--- src/rtl/core/flc_pkg.sv ---
// Package with shared constants, register codes and helpers for the frequency-to-note block.
package flc_pkg;

    localparam int LOG_FRAC_BITS_DEF = 20;
    localparam int FREQ_W = 32;
    localparam int MANT_W = 32;
    localparam int EXP_W = 5;
    localparam int CFG_W = 16;
    localparam int CFG_IDX_W = 2;
    localparam int NOTE_W = 7;
    localparam int CENTS_W = 15;
    localparam int PC_W = 4;
    localparam int OCT_W = 5;
    localparam int OUT_W = 32;

    localparam logic [CFG_W-1:0] REF_LOW = 16'd55040;
    localparam logic [CFG_W-1:0] REF_HIGH = 16'd57600;
    localparam logic [CFG_W-1:0] REF_RESET = 16'd56320;
    localparam logic [CFG_W-1:0] MIN_RESET = 16'd20;
    localparam logic [CFG_W-1:0] MAX_RESET = 16'd4200;

    localparam int NOTE_MAX = 127;
    localparam int NOTE_A4 = 69;
    localparam int UNIT_SHIFT = 9;
    localparam int CENTS_LIMIT = 12800;
    localparam int CENTS_SCALE = 25600;

    typedef enum logic [CFG_IDX_W-1:0] {
        REG_REFERENCE_PITCH = 2'd0,
        REG_MIN_FREQUENCY   = 2'd1,
        REG_MAX_FREQUENCY   = 2'd2
    } cfg_index_t;

    // Quotient by twelve through a reciprocal multiply, exact for 0..127.
    function automatic logic [3:0] div12(input logic [NOTE_W-1:0] n);
        logic [12:0] p;
        begin
            p = 13'(n) * 13'd43;
            div12 = p[12:9];
        end
    endfunction

endpackage

--- src/rtl/core/flc_cell.sv ---
// One log2 refinement cell: squares both mantissas and emits one fraction bit of each.
module flc_cell
    import flc_pkg::*;
#(
    parameter int LOG_FRAC_BITS = LOG_FRAC_BITS_DEF,
    parameter int STEP = 0
)
(
    input  logic                     clk,
    input  logic                     rst_n,
    input  logic                     in_valid,
    output logic                     in_ready,
    input  logic                     in_pitched,
    input  logic [EXP_W-1:0]         in_exp_f,
    input  logic [MANT_W-1:0]        in_mant_f,
    input  logic [LOG_FRAC_BITS-1:0] in_frac_f,
    input  logic [EXP_W-1:0]         in_exp_r,
    input  logic [MANT_W-1:0]        in_mant_r,
    input  logic [LOG_FRAC_BITS-1:0] in_frac_r,
    output logic                     out_valid,
    input  logic                     out_ready,
    output logic                     out_pitched,
    output logic [EXP_W-1:0]         out_exp_f,
    output logic [MANT_W-1:0]        out_mant_f,
    output logic [LOG_FRAC_BITS-1:0] out_frac_f,
    output logic [EXP_W-1:0]         out_exp_r,
    output logic [MANT_W-1:0]        out_mant_r,
    output logic [LOG_FRAC_BITS-1:0] out_frac_r
);

    localparam int BIT_POS = LOG_FRAC_BITS - 1 - STEP;

    logic                     valid_reg;
    logic                     pitched_reg;
    logic [EXP_W-1:0]         exp_f_reg;
    logic [EXP_W-1:0]         exp_r_reg;
    logic [MANT_W-1:0]        mant_f_reg;
    logic [MANT_W-1:0]        mant_f_next;
    logic [MANT_W-1:0]        mant_r_reg;
    logic [MANT_W-1:0]        mant_r_next;
    logic [LOG_FRAC_BITS-1:0] frac_f_reg;
    logic [LOG_FRAC_BITS-1:0] frac_f_next;
    logic [LOG_FRAC_BITS-1:0] frac_r_reg;
    logic [LOG_FRAC_BITS-1:0] frac_r_next;
    logic [2*MANT_W-1:0]      sq_f;
    logic [2*MANT_W-1:0]      sq_r;

    assign in_ready = !valid_reg || out_ready;

    always_comb
    begin
        sq_f = in_mant_f * in_mant_f;
        sq_r = in_mant_r * in_mant_r;
        frac_f_next = in_frac_f;
        frac_r_next = in_frac_r;
        if (sq_f[2*MANT_W-1])
        begin
            mant_f_next = sq_f[2*MANT_W-1:MANT_W];
            frac_f_next[BIT_POS] = 1'b1;
        end
        else
        begin
            mant_f_next = sq_f[2*MANT_W-2:MANT_W-1];
        end
        if (sq_r[2*MANT_W-1])
        begin
            mant_r_next = sq_r[2*MANT_W-1:MANT_W];
            frac_r_next[BIT_POS] = 1'b1;
        end
        else
        begin
            mant_r_next = sq_r[2*MANT_W-2:MANT_W-1];
        end
    end

    always_ff @(posedge clk or negedge rst_n)
    begin
        if (!rst_n)
        begin
            valid_reg <= 1'b0;
        end
        else if (in_ready)
        begin
            valid_reg <= in_valid;
        end
    end

    always_ff @(posedge clk)
    begin
        if (in_ready && in_valid)
        begin
            pitched_reg <= in_pitched;
            exp_f_reg   <= in_exp_f;
            exp_r_reg   <= in_exp_r;
            mant_f_reg  <= mant_f_next;
            mant_r_reg  <= mant_r_next;
            frac_f_reg  <= frac_f_next;
            frac_r_reg  <= frac_r_next;
        end
    end

    assign out_valid   = valid_reg;
    assign out_pitched = pitched_reg;
    assign out_exp_f   = exp_f_reg;
    assign out_mant_f  = mant_f_reg;
    assign out_frac_f  = frac_f_reg;
    assign out_exp_r   = exp_r_reg;
    assign out_mant_r  = mant_r_reg;
    assign out_frac_r  = frac_r_reg;

endmodule

--- config.mk ---
export PLATFORM = sky130hd
export DESIGN_NAME = flc_cell
export DESIGN_NICKNAME = d
export VERILOG_FILES = /design/src/rtl/core/flc_pkg.sv /design/src/rtl/core/flc_cell.sv
export SDC_FILE = /design/constraint.sdc
export NUM_CORES = 2
export LEC_CHECK = 0
export ABC_AREA = 1
export BUFFER_PORTS_ARGS = -buffer_cell sky130_fd_sc_hd__buf_2
export CAP_MARGIN = 25
export CORE_MARGIN = 8
export CORE_UTILIZATION = 60
export DETAILED_ROUTE_END_ITERATION = 8
export GPL_TIMING_DRIVEN = 0
export PLACE_DENSITY = 0.89
export SKIP_CTS_REPAIR_TIMING = 1
export SYNTH_ARGS = -nofsm -noshare
export SYNTH_HDL_FRONTEND = slang
export SYNTH_SLANG_ARGS = --single-unit
--- constraint.sdc ---
create_clock -name clk -period 6.71 [get_ports clk]
set_input_delay 0.671 -clock clk [delete_from_list [all_inputs] [get_ports clk]]
set_output_delay 0.671 -clock clk [all_outputs]
set_load 0.005 [all_outputs]
==> summary.md <==
| Metric | Value |
|---|---|
| Crit-path max FO | `10` |
| Core area | `0.112 mm2` |
| Avg WL per Cell | `23.8 um` |
| Largest net degree at the start of global routing | `35` |
| Synthesis-stage register bit count | `116` |
| Worst hold path class | `in2reg` |
| RR Startpoint | `out_valid` |
| Post-synth top cells | `inv_1 (2,894), nand2_1 (2,232), fa_1 (1,582), ha_1 (598), nor2_1 (221)` |
| Chip width | `351 um` |
| Placer Congestion | `1.05` |
| CP endpoint kind | `flip-flop` |
| Post-Synthesis Cells | `approximately 8,500` |
| H-tree level count | `4` |
| Antenna violations before repair | `12` |
| DP HPWL | `202,000 um` |
| Synth async-reset ratio | `0.862%` |
| Row count | `123` |
| Final period util | `110%` |
| CTS root buf | `clkbuf_16` |
| Yosys top cell area share | `47.1%` |
| Syn nets | `10,700` |
| Top FF cell, synth | `edfxtp_1` |
| Final Cell Area | `a little under 0.08 mm2` |
| Layout cell share with drive strength beyond 1 | `16.4%` |
| Final net count | `11,200` |
| Area grow syn2layout | `18.2%` |
| Worst-margin pin slew | `1.06 ns` |
| Startpoint Class | `input port` |
| Clock period minus worst slack | `7.38 ns` |
| Worst-path clk slew | `0.07 ns` |
| Hold Startpoint | `in_frac_r[0]` |
| Worst relative slew slack | `29.1%` |
| Die H | `between 300 and 400 um` |
| Critical path arrival | `7.57 ns` |
| Worst hold stages | `1` |
| Total Wirelength | `248,000 um` |
| Cell taking the most area after synthesis | `fa_1` |
| CTS Buffer Depth | `2` |
| CP top delay family | `adder cells` |
| Crit. path cell count | `32` |
| Skew final | `0.0177 ns` |
| Maxcap violations | `0` |
| Via Count | `58,000` |
| Worst setup path class | `in2reg` |
| Top cells by area, synth | `fa_1 (47%), inv_1 (16%), nand2_1 (12%)` |
| All-Layer GR Usage | `39.0%` |
| CTS tree | `built` |
| Hold Path End | `out_frac_r[0]` |
| DRT iter0 DRCs | `6,720` |
| Initial Util | `60.1%` |
| Clk Latency, worst-skew pair | `0.45 ns` |
| Synth Area per Inst | `7.96 um2` |
| # DRC | `0` |
| Failing checks | `setup timing` |
| Synth Cell Area | `0.0673 mm2` |
| First-pass GRT wire length | `~350,000 um` |
| Worst Setup SP | `in_mant_r[6]` |
| Vias in the first global route | `59,600` |
| Max Clk Rate | `0.136 GHz` |
| DIE AREA | `0.123 mm2` |
| FF-to-FF path depth | `3` |
| Final Hold Vio Count | `0` |
| Critical Path Max Stage Delay | `0.71 ns` |
| Number of synthesized flops with an enable pin | `115` |
| RSZ-0062 raised after global routing | `yes` |
| Netlist cell types | `39` |
| Sequential fraction of the synthesis area | `5.17%` |
| Yosys warning count | `0` |
| Cell at the slowest stage of the critical path | `fa_2` |
| Gr ovfl total | `0` |
| Final Slew Violations | `0` |
| Drt pass-1 iters | `9` |
| R2R setup slack | `4.73 ns` |
| Total CTS buffers | `17` |
| I/O Buffers | `231` |
| Setup ws final | `-0.668 ns` |
| CTS sink cnt | `around 120` |
| Status | `finished with violations` |
| Critical path buffer and inverter count | `9` |
| Critical Path RT | `6.90 ns` |
| Post-DP Area | `0.0715 mm2` |
| I/O pin count | `between 200 and 250` |
| Most common cell in the netlist | `inv_1` |
| Reg-to-Reg End | `out_mant_f[27]` |
| Final setup fails | `66` |
| Antenna viol nets, final | `0` |
| Avg Vias per Cell | `5.55` |
-- cell families (layout without fill, tap and decap cells) --
logic type,after synthesis,count (layout),synth area share [%]
buf+inv,3112,3610,17.5
simple gates,2718,2719,15.9
fa+ha+maj,2180,2180,58.2
compound gates,226,226,1.97
flops,116,116,5.17
xor+xnor,98,98,1.28
other cells,0,3,0
-- worst register-to-register path, cell delays in order, from the launching register on --
cell     delay, ns
dfrtp_1       0.42
a21oi_4       0.69
buf_12        0.31
buf_12        0.24
-- per-stage QoR --
step / cells / hold slack (ns) / util, % / worst slack [ns] / TNS [ns]
5_1_grt: 10500 / 0.388 / 71.1 / -0.750 / -42.08
4_1_cts: 10200 / -0.0124 / 64.4 / -1.60 / -95.85
3_3_place_gp: 10200 / 0.446 / 63.7 / -2.07 / -124.00
3_5_place_dp: 10200 / 0.453 / 63.9 / -2.05 / -124.99
6_report: 10500 / 0.397 / 71.1 / -0.668 / -34.38
2_1_floorplan: 8450 / 0.375 / - / -0.0755 / -4.21
-- how the worst max path moves through the flow --
stage / to / slack (ns)
2_1_floorplan: out_mant_r[10] / -0.08
3_3_place_gp: out_mant_r[31] / -2.07
3_5_place_dp: out_mant_r[10] / -2.05
4_1_cts: out_mant_r[10] / -1.60
5_1_grt: out_mant_r[19] / -0.75
6_report: out_mant_r[16] / -0.67
-- final cells by class --
class                           instances  area (um2)
Fill cell                            8475       32400
Timing Repair Buffer                  467        4120
Multi-Input combinational cell       5223       55400
Antenna cell                            3        7.51
Clock buffer                           18         429
Clock inverter                         14         119
Inverter                             2896       10900
Buffer                                215        3260
Sequential cell                       116        3480
Tap cell                             1500        1880
-- sequential cells by signal (all words and copies together) (netlist names) --
| register | cells |
|---|---|
| out_mant_r | 32 |
| out_frac_f | 20 |
| out_exp_r | 5 |
| out_mant_f | 32 |
| out_pitched | 1 |
| out_exp_f | 5 |
| out_frac_r | 20 |
| out_valid | 1 |
-- layer usage --
layer  vias up  GRT usage (%)  share of wire, %
li1      24600              -                 -
met2      3986           56.0                41
met5         -          0.549             0.049
met4         6           14.5               5.6
met1     28400           53.6                37
met3      1021           15.0                16
-- layout by cell type, fill, tap and decap left out, types with 8 or more instances in the layout --
master,instances
o21bai_1,40
a21o_1,8
buf_12,124
nand2_1,1888
o21ai_0,32
inv_1,2821
buf_8,59
nand3b_1,11
nor2_2,36
xnor2_1,32
fa_1,1478
ha_1,532
nand2_2,242
nor3_1,9
or2_2,10
nand3_1,130
clkbuf_16,40
a21oi_2,17
buf_6,69
edfxtp_1,115
ha_4,58
ha_2,8
fa_2,104
nand4_1,38
a21oi_4,12
nand2_8,10
buf_4,195
inv_2,72
nor2_4,30
xor2_1,60
nor2_1,161
a21oi_1,92
buf_2,179
clkbuf_4,17
a31o_2,12
nand2_4,115
Power is not shown: default switching activity piles up to over one toggle a cycle in this logic, so the estimate is an artifact.
