File: src/rtl/core/flc_pkg.sv
// Package with shared constants, register codes and helpers for the frequency-to-note block.
package flc_pkg;

    localparam int LOG_FRAC_BITS_DEF = 20;
    localparam int FREQ_W = 32;
    localparam int MANT_W = 32;
    localparam int EXP_W = 5;
    localparam int CFG_W = 16;
    localparam int CFG_IDX_W = 2;
    localparam int NOTE_W = 7;
    localparam int CENTS_W = 15;
    localparam int PC_W = 4;
    localparam int OCT_W = 5;
    localparam int OUT_W = 32;

    localparam logic [CFG_W-1:0] REF_LOW = 16'd55040;
    localparam logic [CFG_W-1:0] REF_HIGH = 16'd57600;
    localparam logic [CFG_W-1:0] REF_RESET = 16'd56320;
    localparam logic [CFG_W-1:0] MIN_RESET = 16'd20;
    localparam logic [CFG_W-1:0] MAX_RESET = 16'd4200;

    localparam int NOTE_MAX = 127;
    localparam int NOTE_A4 = 69;
    localparam int UNIT_SHIFT = 9;
    localparam int CENTS_LIMIT = 12800;
    localparam int CENTS_SCALE = 25600;

    typedef enum logic [CFG_IDX_W-1:0] {
        REG_REFERENCE_PITCH = 2'd0,
        REG_MIN_FREQUENCY   = 2'd1,
        REG_MAX_FREQUENCY   = 2'd2
    } cfg_index_t;

    // Quotient by twelve through a reciprocal multiply, exact for 0..127.
    function automatic logic [3:0] div12(input logic [NOTE_W-1:0] n);
        logic [12:0] p;
        begin
            p = 13'(n) * 13'd43;
            div12 = p[12:9];
        end
    endfunction

endpackage

File: src/rtl/core/flc_post.sv
// Note, cents, pitch class and octave from the two logarithms, in two stages.
module flc_post
    import flc_pkg::*;
#(
    parameter int LOG_FRAC_BITS = LOG_FRAC_BITS_DEF
)
(
    input  logic                     clk,
    input  logic                     rst_n,
    input  logic                     in_valid,
    output logic                     in_ready,
    input  logic                     in_pitched,
    input  logic [EXP_W-1:0]         in_exp_f,
    input  logic [LOG_FRAC_BITS-1:0] in_frac_f,
    input  logic [EXP_W-1:0]         in_exp_r,
    input  logic [LOG_FRAC_BITS-1:0] in_frac_r,
    output logic                     out_valid,
    input  logic                     out_ready,
    output logic [OUT_W-1:0]         out_data
);

    localparam int L = LOG_FRAC_BITS;
    localparam int XW = L + 10;
    localparam int PW = XW + 16;
    localparam logic signed [XW-1:0] X_HALF = XW'(1) <<< (L - 1);
    localparam logic signed [XW-1:0] X_BIAS = XW'(NOTE_A4) <<< L;
    localparam logic signed [PW-1:0] P_HALF = PW'(1) <<< (L - 1);
    localparam logic signed [PW-1:0] P_LIMIT = PW'(CENTS_LIMIT);
    localparam logic signed [15:0] SCALE = 16'(CENTS_SCALE);

    logic                    a_valid_reg;
    logic                    a_ready;
    logic                    a_pitched_reg;
    logic signed [XW-1:0]    a_x_reg;
    logic [NOTE_W-1:0]       a_note_reg;
    logic [NOTE_W-1:0]       a_note_next;
    logic signed [6:0]       int_part;
    logic signed [XW-1:0]    d_val;
    logic signed [XW-1:0]    x_val;
    logic signed [XW-1:0]    rnd;

    logic                    b_valid_reg;
    logic [OUT_W-1:0]        b_data_reg;
    logic [OUT_W-1:0]        b_data_next;
    logic signed [XW-1:0]    err;
    logic signed [PW-1:0]    prod;
    logic signed [PW-1:0]    cs;
    logic signed [CENTS_W-1:0] cents;
    logic [3:0]              quo;
    logic [PC_W-1:0]         pc;
    logic [OCT_W-1:0]        oct;

    assign a_ready  = !b_valid_reg || out_ready;
    assign in_ready = !a_valid_reg || a_ready;

    always_comb
    begin
        int_part = $signed({2'b00, in_exp_f}) - $signed({2'b00, in_exp_r})
                   - 7'sd9;
        d_val = $signed({{(XW-7-L){int_part[6]}}, int_part, {L{1'b0}}})
                + $signed({{(XW-L){1'b0}}, in_frac_f})
                - $signed({{(XW-L){1'b0}}, in_frac_r});
        x_val = (d_val <<< 3) + (d_val <<< 2) + X_BIAS;
        rnd = (x_val + X_HALF) >>> L;
        if (rnd < 0)
        begin
            a_note_next = '0;
        end
        else if (rnd > XW'(NOTE_MAX))
        begin
            a_note_next = NOTE_W'(NOTE_MAX);
        end
        else
        begin
            a_note_next = rnd[NOTE_W-1:0];
        end
    end

    always_ff @(posedge clk or negedge rst_n)
    begin
        if (!rst_n)
        begin
            a_valid_reg <= 1'b0;
            b_valid_reg <= 1'b0;
        end
        else
        begin
            if (in_ready)
            begin
                a_valid_reg <= in_valid;
            end
            if (a_ready)
            begin
                b_valid_reg <= a_valid_reg;
            end
        end
    end

    always_ff @(posedge clk)
    begin
        if (in_ready && in_valid)
        begin
            a_pitched_reg <= in_pitched;
            a_x_reg       <= x_val;
            a_note_reg    <= a_note_next;
        end
        if (a_ready && a_valid_reg)
        begin
            b_data_reg <= b_data_next;
        end
    end

    always_comb
    begin
        err = a_x_reg - $signed({{(XW-L-NOTE_W){1'b0}}, a_note_reg, {L{1'b0}}});
        prod = PW'(err) * PW'(SCALE);
        cs = (prod + P_HALF) >>> L;
        if (cs > P_LIMIT)
        begin
            cents = CENTS_W'(CENTS_LIMIT);
        end
        else if (cs < -P_LIMIT)
        begin
            cents = -CENTS_W'(CENTS_LIMIT);
        end
        else
        begin
            cents = cs[CENTS_W-1:0];
        end
        quo = div12(a_note_reg);
        pc = PC_W'(a_note_reg - (NOTE_W'(quo) * NOTE_W'(12)));
        oct = OCT_W'(quo) - OCT_W'(1);
        if (a_pitched_reg)
        begin
            b_data_next = {oct, pc, cents, a_note_reg, 1'b1};
        end
        else
        begin
            b_data_next = '0;
        end
    end

    assign out_valid = b_valid_reg;
    assign out_data  = b_data_reg;

endmodule

File: config.mk
export PLATFORM = sky130hd
export DESIGN_NAME = flc_post
export DESIGN_NICKNAME = d
export VERILOG_FILES = /design/src/rtl/core/flc_pkg.sv /design/src/rtl/core/flc_post.sv
export SDC_FILE = /design/constraint.sdc
export NUM_CORES = 1
export LEC_CHECK = 0
export BUFFER_PORTS_ARGS = -buffer_cell sky130_fd_sc_hd__buf_2
export CORE_ASPECT_RATIO = 1.25
export CORE_MARGIN = 2
export CORE_UTILIZATION = 30
export CTS_CLUSTER_DIAMETER = 40
export DETAILED_ROUTE_END_ITERATION = 12
export GPL_TIMING_DRIVEN = 0
export PLACE_DENSITY = 0.49
export SLEW_MARGIN = 10
export SYNTH_ARGS = -nofsm -noshare
export SYNTH_HDL_FRONTEND = slang
export SYNTH_SLANG_ARGS = --single-unit
File: constraint.sdc
create_clock -name clk -period 8.1 [get_ports clk]
set_input_delay 1.62 -clock clk [delete_from_list [all_inputs] [get_ports clk]]
set_output_delay 1.62 -clock clk [all_outputs]
set_load 0.1 [all_outputs]
==> reports/qor.yml, run 1 <==
wl_um: 24300
firstDrtPassIters: 5
antenna_left: 0
worst_pin_slew_ns: 0.833
dpl.hpwl_um: 20700
synthArstFlopShare_pct: 2.94
rsz0062_at_grt: "no"
rows: 79
relSlewSlack_pct: 43.9
hold_viol: 0
nets: 1702
diodes: 0
min_path_cells: 1
io_buffers: 88
initial_core_util_pct: 30.3
setup_violations: 0
drv_slew: 0
cts_hold_buf: 0
place_ws_ns: -0.739
clock_tree.buffer_depth: 2
grt_max_degree: 37
area_delta_synth_final_pct: 13.3
routedWlPerCell_um: 12.8
yosysMostFrequentCell: "inv_1"
synth_area_per_cell_um2: 8.58
crit_buf_inv: 3
netlist_top_cells_count: "inv_1 (203), ha_1 (201), nor2_1 (86)"
syn-instance-count: 1313
fillers: 3976
reg2reg_to: "out_data[17]"
cts_sinks: 68
yosys.area.top_type: "ha_1"
crit_fanout: 7
fmax_mhz: 132
via_per_inst: 4.82
die_w_um: 177
grt_pass1_wl_um: 40900
fin_crit_sh_pct: 93.5
largest_reg_flops: 30
cap_violations: 0
criticalPathCategory: "in2reg"
dieArea_um2: 39100
hold_end: "out_valid"
vias: 9177
ys_types: 94
max_stage_delay_ns: 0.49
crit_family: "compound AO/OA/AOI/OAI gates"
grt_pass1_vias: 9043
core_um2: 37200
ys.flop_type: "edfxtp_1"
slowest_stage: "o41ai_4"
htreeDepth: 3
synth_area_um2: 11300
io_pins: 89
reg2reg_depth: 24
startpoint_type: "input port"
r2r-start: "a_note_reg[0]"
antenna_found_initial: 0
end_kind: "flip-flop"
cts_tree: "done"
synth_top_area_share_pct: 22.3
hold_path.class: "reg2reg"
arrival_ns: 7.67
hold_ws_ns: 0.498
fin_skew_ns: 0.00856
setup_ws_ns: 0.525
r2r_slack_ns: 0.84
ctsRootBufferMaster: "clkbuf_16"
clock_latency_ns: 0.36
drc: 0
hold_start: "a_valid_reg"
clkTransAtPathRegs_ns: 0.06
critPathRequiredTime_ns: 8.19
drt_iter0_drc: 341
synth_seq_area_share_pct: 18.0
grt_util_all_layers_pct: 12.8
grt_overflow_total: 0
synth_edf_count: 66
layout-drive-gt1-share_pct: 12.3
ys.warnings.count: 0
cts_buffers: 9
outcome: "finished clean"
synthTopCellsByArea: "ha_1 (22%), edfxtp_1 (18%), inv_1 (6.8%)"
ys_seq_elements: 68
synthesis.nets: 1602
gp_congestion: 0.831
post-route-min-period_ns: 7.57
die_y_um: 221
==> through the flow <==
stage                     cells  setup TNS [ns]  util (%)  cell area, µm²
after floorplan            1313               0         -           11300
after CTS                  1903               0      34.1           12700
after global routing       1904               0      34.3           12800
after global placement     1887           -4.57      33.1           12300
final                      1904               0      34.3           12800
after detailed placement   1887           -5.05      33.1           12300
==> routing by layer <==
| metal | wire length [µm] | track usage, % | part of all wire (%) |
|---|---|---|---|
| met5 | 0 | 0 | 0 |
| met4 | 546 | 4.62 | 2.2 |
| met3 | 543 | 2.03 | 2.2 |
| met2 | 12200 | 23.7 | 50 |
| met1 | 11000 | 14.7 | 45 |
==> worst max-delay path by stage <==
| stage | from | to | slack, ns | cells after the start |
|---|---|---|---|---|
| 4_1_cts | in_frac_f[0] | a_note_reg[1] | 0.12 | 27 |
| 3_3_place_gp | in_frac_f[0] | a_note_reg[1] | -0.68 | 27 |
| 6_report | in_frac_f[0] | a_note_reg[1] | 0.53 | 27 |
| 2_1_floorplan | in_frac_f[0] | a_note_reg[0] | 0.59 | 26 |
| 3_5_place_dp | in_frac_f[0] | a_note_reg[1] | -0.74 | 27 |
| 5_1_grt | in_frac_f[0] | a_note_reg[1] | 0.03 | 27 |
==> layout make-up <==
class	count	area [µm²]	area share, %
sequential	68	2030	15.9
tap	486	608	4.77
multi-input combinational	1014	8410	65.9
clock inverter	7	139	1.09
timing repair buffer	89	448	3.51
clock buffer	9	225	1.77
inverter	203	762	5.97
buffer	28	136	1.07
==> layout by cell type (no fill, tap or decap), types with 11 or more instances in the layout <==
| master | Yosys | routed |
|---|---|---|
| a211oi_1 | 11 | 11 |
| a21o_1 | 34 | 34 |
| a21oi_1 | 80 | 78 |
| and3_1 | 21 | 21 |
| buf_2 | 7 | 95 |
| clkbuf_1 | 15 | 15 |
| edfxtp_1 | 66 | 66 |
| fa_1 | 33 | 33 |
| ha_1 | 201 | 201 |
| inv_1 | 203 | 203 |
| nand2_1 | 66 | 66 |
| nand2b_1 | 13 | 13 |
| nand3_1 | 26 | 26 |
| nand4_1 | 13 | 13 |
| nor2_1 | 86 | 86 |
| nor2b_1 | 13 | 13 |
| nor3_1 | 30 | 30 |
| o211ai_1 | 13 | 13 |
| o21a_1 | 17 | 17 |
| o21ai_0 | 47 | 47 |
| o21bai_1 | 11 | 11 |
| xnor2_1 | 82 | 82 |
| xor2_1 | 32 | 31 |
==> repair_timing <==
action / CTS / global route
endpoints found under the setup margin: 7 / 8
pin swaps: 0 / 2
setup buffers: 0 / 1
gates resized for setup: 2 / 11
==> kinds of logic after synthesis <==
group | count (synthesis) | synth area share, %
flip-flops | 68 | 18.0
multiplexers | 10 | 1.01
buffers and inverters | 231 | 7.98
adder cells (fa/ha/maj) | 236 | 28.4
AO/OA/AOI/OAI | 308 | 18.8
AND/OR/NAND/NOR | 343 | 16.4
XOR/XNOR | 117 | 9.40
Power of run 1 is not shown: default switching activity piles up to over one toggle a cycle in this logic, so the estimate is an artifact.
==> run 2, diff against run 1 <==
--- a/config.mk
+++ b/config.mk
@@ -5,6 +5,7 @@
 export SDC_FILE = /design/constraint.sdc
 export NUM_CORES = 1
 export LEC_CHECK = 0
+export ABC_AREA = 1
 export BUFFER_PORTS_ARGS = -buffer_cell sky130_fd_sc_hd__buf_2
 export CORE_ASPECT_RATIO = 1.25
 export CORE_MARGIN = 2
==> constraint.sdc (replaced) <==
create_clock -name clk -period 7.6 [get_ports clk]
set_input_delay 1.52 -clock clk [delete_from_list [all_inputs] [get_ports clk]]
set_output_delay 1.52 -clock clk [all_outputs]
set_load 0.1 [all_outputs]
==> reports/qor.yml, run 2 <==
outcome: "finished clean"
vias: 10247
grt_pass1_vias: 10349
rsz0062_at_grt: "no"
ctsRootBufferMaster: "clkbuf_16"
setup_violations: 0
die_w_um: 181
layout-drive-gt1-share_pct: 12.8
gp_congestion: 0.832
cts_hold_buf: 0
yosysMostFrequentCell: "nand2_1"
area_delta_synth_final_pct: 11.4
grt_util_all_layers_pct: 13.9
end_kind: "flip-flop"
crit_fanout: 7
ctsResizeCount: 0
cp_common_cell: "nand2_1"
grt_pass1_wl_um: 46300
ys_seq_elements: 68
routedWlPerCell_um: 11.9
r2r-start: "a_note_reg[0]"
cts_buffers: 9
io_pins: 89
synth_area_um2: 11800
wl_um: 27000
crit_start: "in_frac_r[2]"
synth_area_per_cell_um2: 7.07
dieArea_um2: 41000
critPathRequiredTime_ns: 7.71
r2r_slack_ns: 1.40
mostFrequentLayoutCell: "nand2_1"
drc: 0
grt_overflow_total: 0
antenna_found_initial: 0
setup-tns-final_ns: 0
layout_common_cells: "nand2_1 (380), inv_1 (341), ha_1 (201)"
max_stage_delay_ns: 0.45
min_path_cells: 2
synth_seq_area_share_pct: 17.2
synth_top_area_share_pct: 21.3
cts_tree: "done"
core_um2: 39000
slowest_stage: "nor4_1"
cap_violations: 0
initial_core_util_pct: 30.3
clkTransAtPathRegs_ns: 0.05
via_per_inst: 4.51
ys.warnings.count: 0
largest_reg_flops: 30
grt_max_degree: 37
antenna_left: 0
die_y_um: 226
netlist_top_cells_count: "nand2_1 (380), inv_1 (342), ha_1 (201)"
io_buffers: 88
synthesis.nets: 1960
post-cts-setup-buffers: 0
reg2reg_to: "out_data[11]"
hold_path.class: "reg2reg"
ys_types: 53
arrival_ns: 6.86
startpoint_type: "input port"
relSlewSlack_pct: 46.9
post-route-min-period_ns: 6.76
fmax_mhz: 148
drt_iter0_drc: 346
reg2reg_depth: 33
firstDrtPassIters: 4
hold_end: "out_valid"
synthArstFlopShare_pct: 2.94
hold_viol: 0
clock_tree.buffer_depth: 2
fin_crit_sh_pct: 88.9
fin_skew_ns: 0.0143
criticalPathCategory: "in2reg"
htreeDepth: 3
nets: 2060
syn-instance-count: 1671
drv_slew: 0
rows: 81
worst_pin_slew_ns: 0.797
cts_sinks: 68
clock_latency_ns: 0.37
yosys.area.top_type: "ha_1"
synth_edf_count: 66
hold_start: "a_valid_reg"
ys.flop_type: "edfxtp_1"
diodes: 0
dpl.hpwl_um: 23700
synthTopCellsByArea: "ha_1 (21%), edfxtp_1 (17%), nand2_1 (12%)"
-- run 2: worst max path at each step --
stage | to | cells after the start
after floorplan | a_note_reg[0] | 30
after global placement | a_note_reg[6] | 31
after detailed placement | a_note_reg[5] | 30
after CTS | a_note_reg[5] | 30
after global routing | a_note_reg[6] | 31
final | a_note_reg[5] | 29
-- run 2: logic make-up after synthesis --
| group | count (synthesis) | synth area share, % |
|---|---|---|
| AND/OR/NAND/NOR | 757 | 29.9 |
| XOR/XNOR | 85 | 6.50 |
| AO/OA/AOI/OAI | 161 | 7.81 |
| flip-flops | 68 | 17.2 |
| buffers and inverters | 366 | 11.7 |
| adder cells (fa/ha/maj) | 234 | 26.9 |
-- run 2: metrics by stage --
stage	hold WS (ns)	instances	cell area, µm²	worst slack, ns	util [%]
finish	0.520	2272	13200	0.844	33.7
global route	0.554	2272	13200	0.217	33.7
CTS	0.527	2272	13200	0.705	33.7
detailed placement	0.514	2258	12900	0.334	33.1
global placement	0.460	2257	12900	0.332	33.0
floorplan	0.447	1671	11800	1.52	-
-- run 2: worst max-delay path, delay by kind of cell --
kind / cells / cell delay [ns]
compound gates: 6 / 1.33
xor+xnor: 2 / 0.57
buf+inv: 3 / 0.18
fa+ha+maj: 3 / 0.97
simple gates: 15 / 2.28
-- run 2: cell type report --
class	count	area, µm²
buffer	4	22.5
clock buffer	11	233
timing repair buffer	89	468
sequential	68	2030
fill	4223	25900
inverter	362	1360
tap	498	623
clock inverter	3	16.3
multi-input combinational	1237	8400
-- run 2: routing by layer --
layer  track usage (%)  wire [µm]
met5                 0          0
met4              5.66        703
met3              1.47        519
met2              27.3      14100
met1              15.2      11600
Power of run 2 is left out for the same reason.
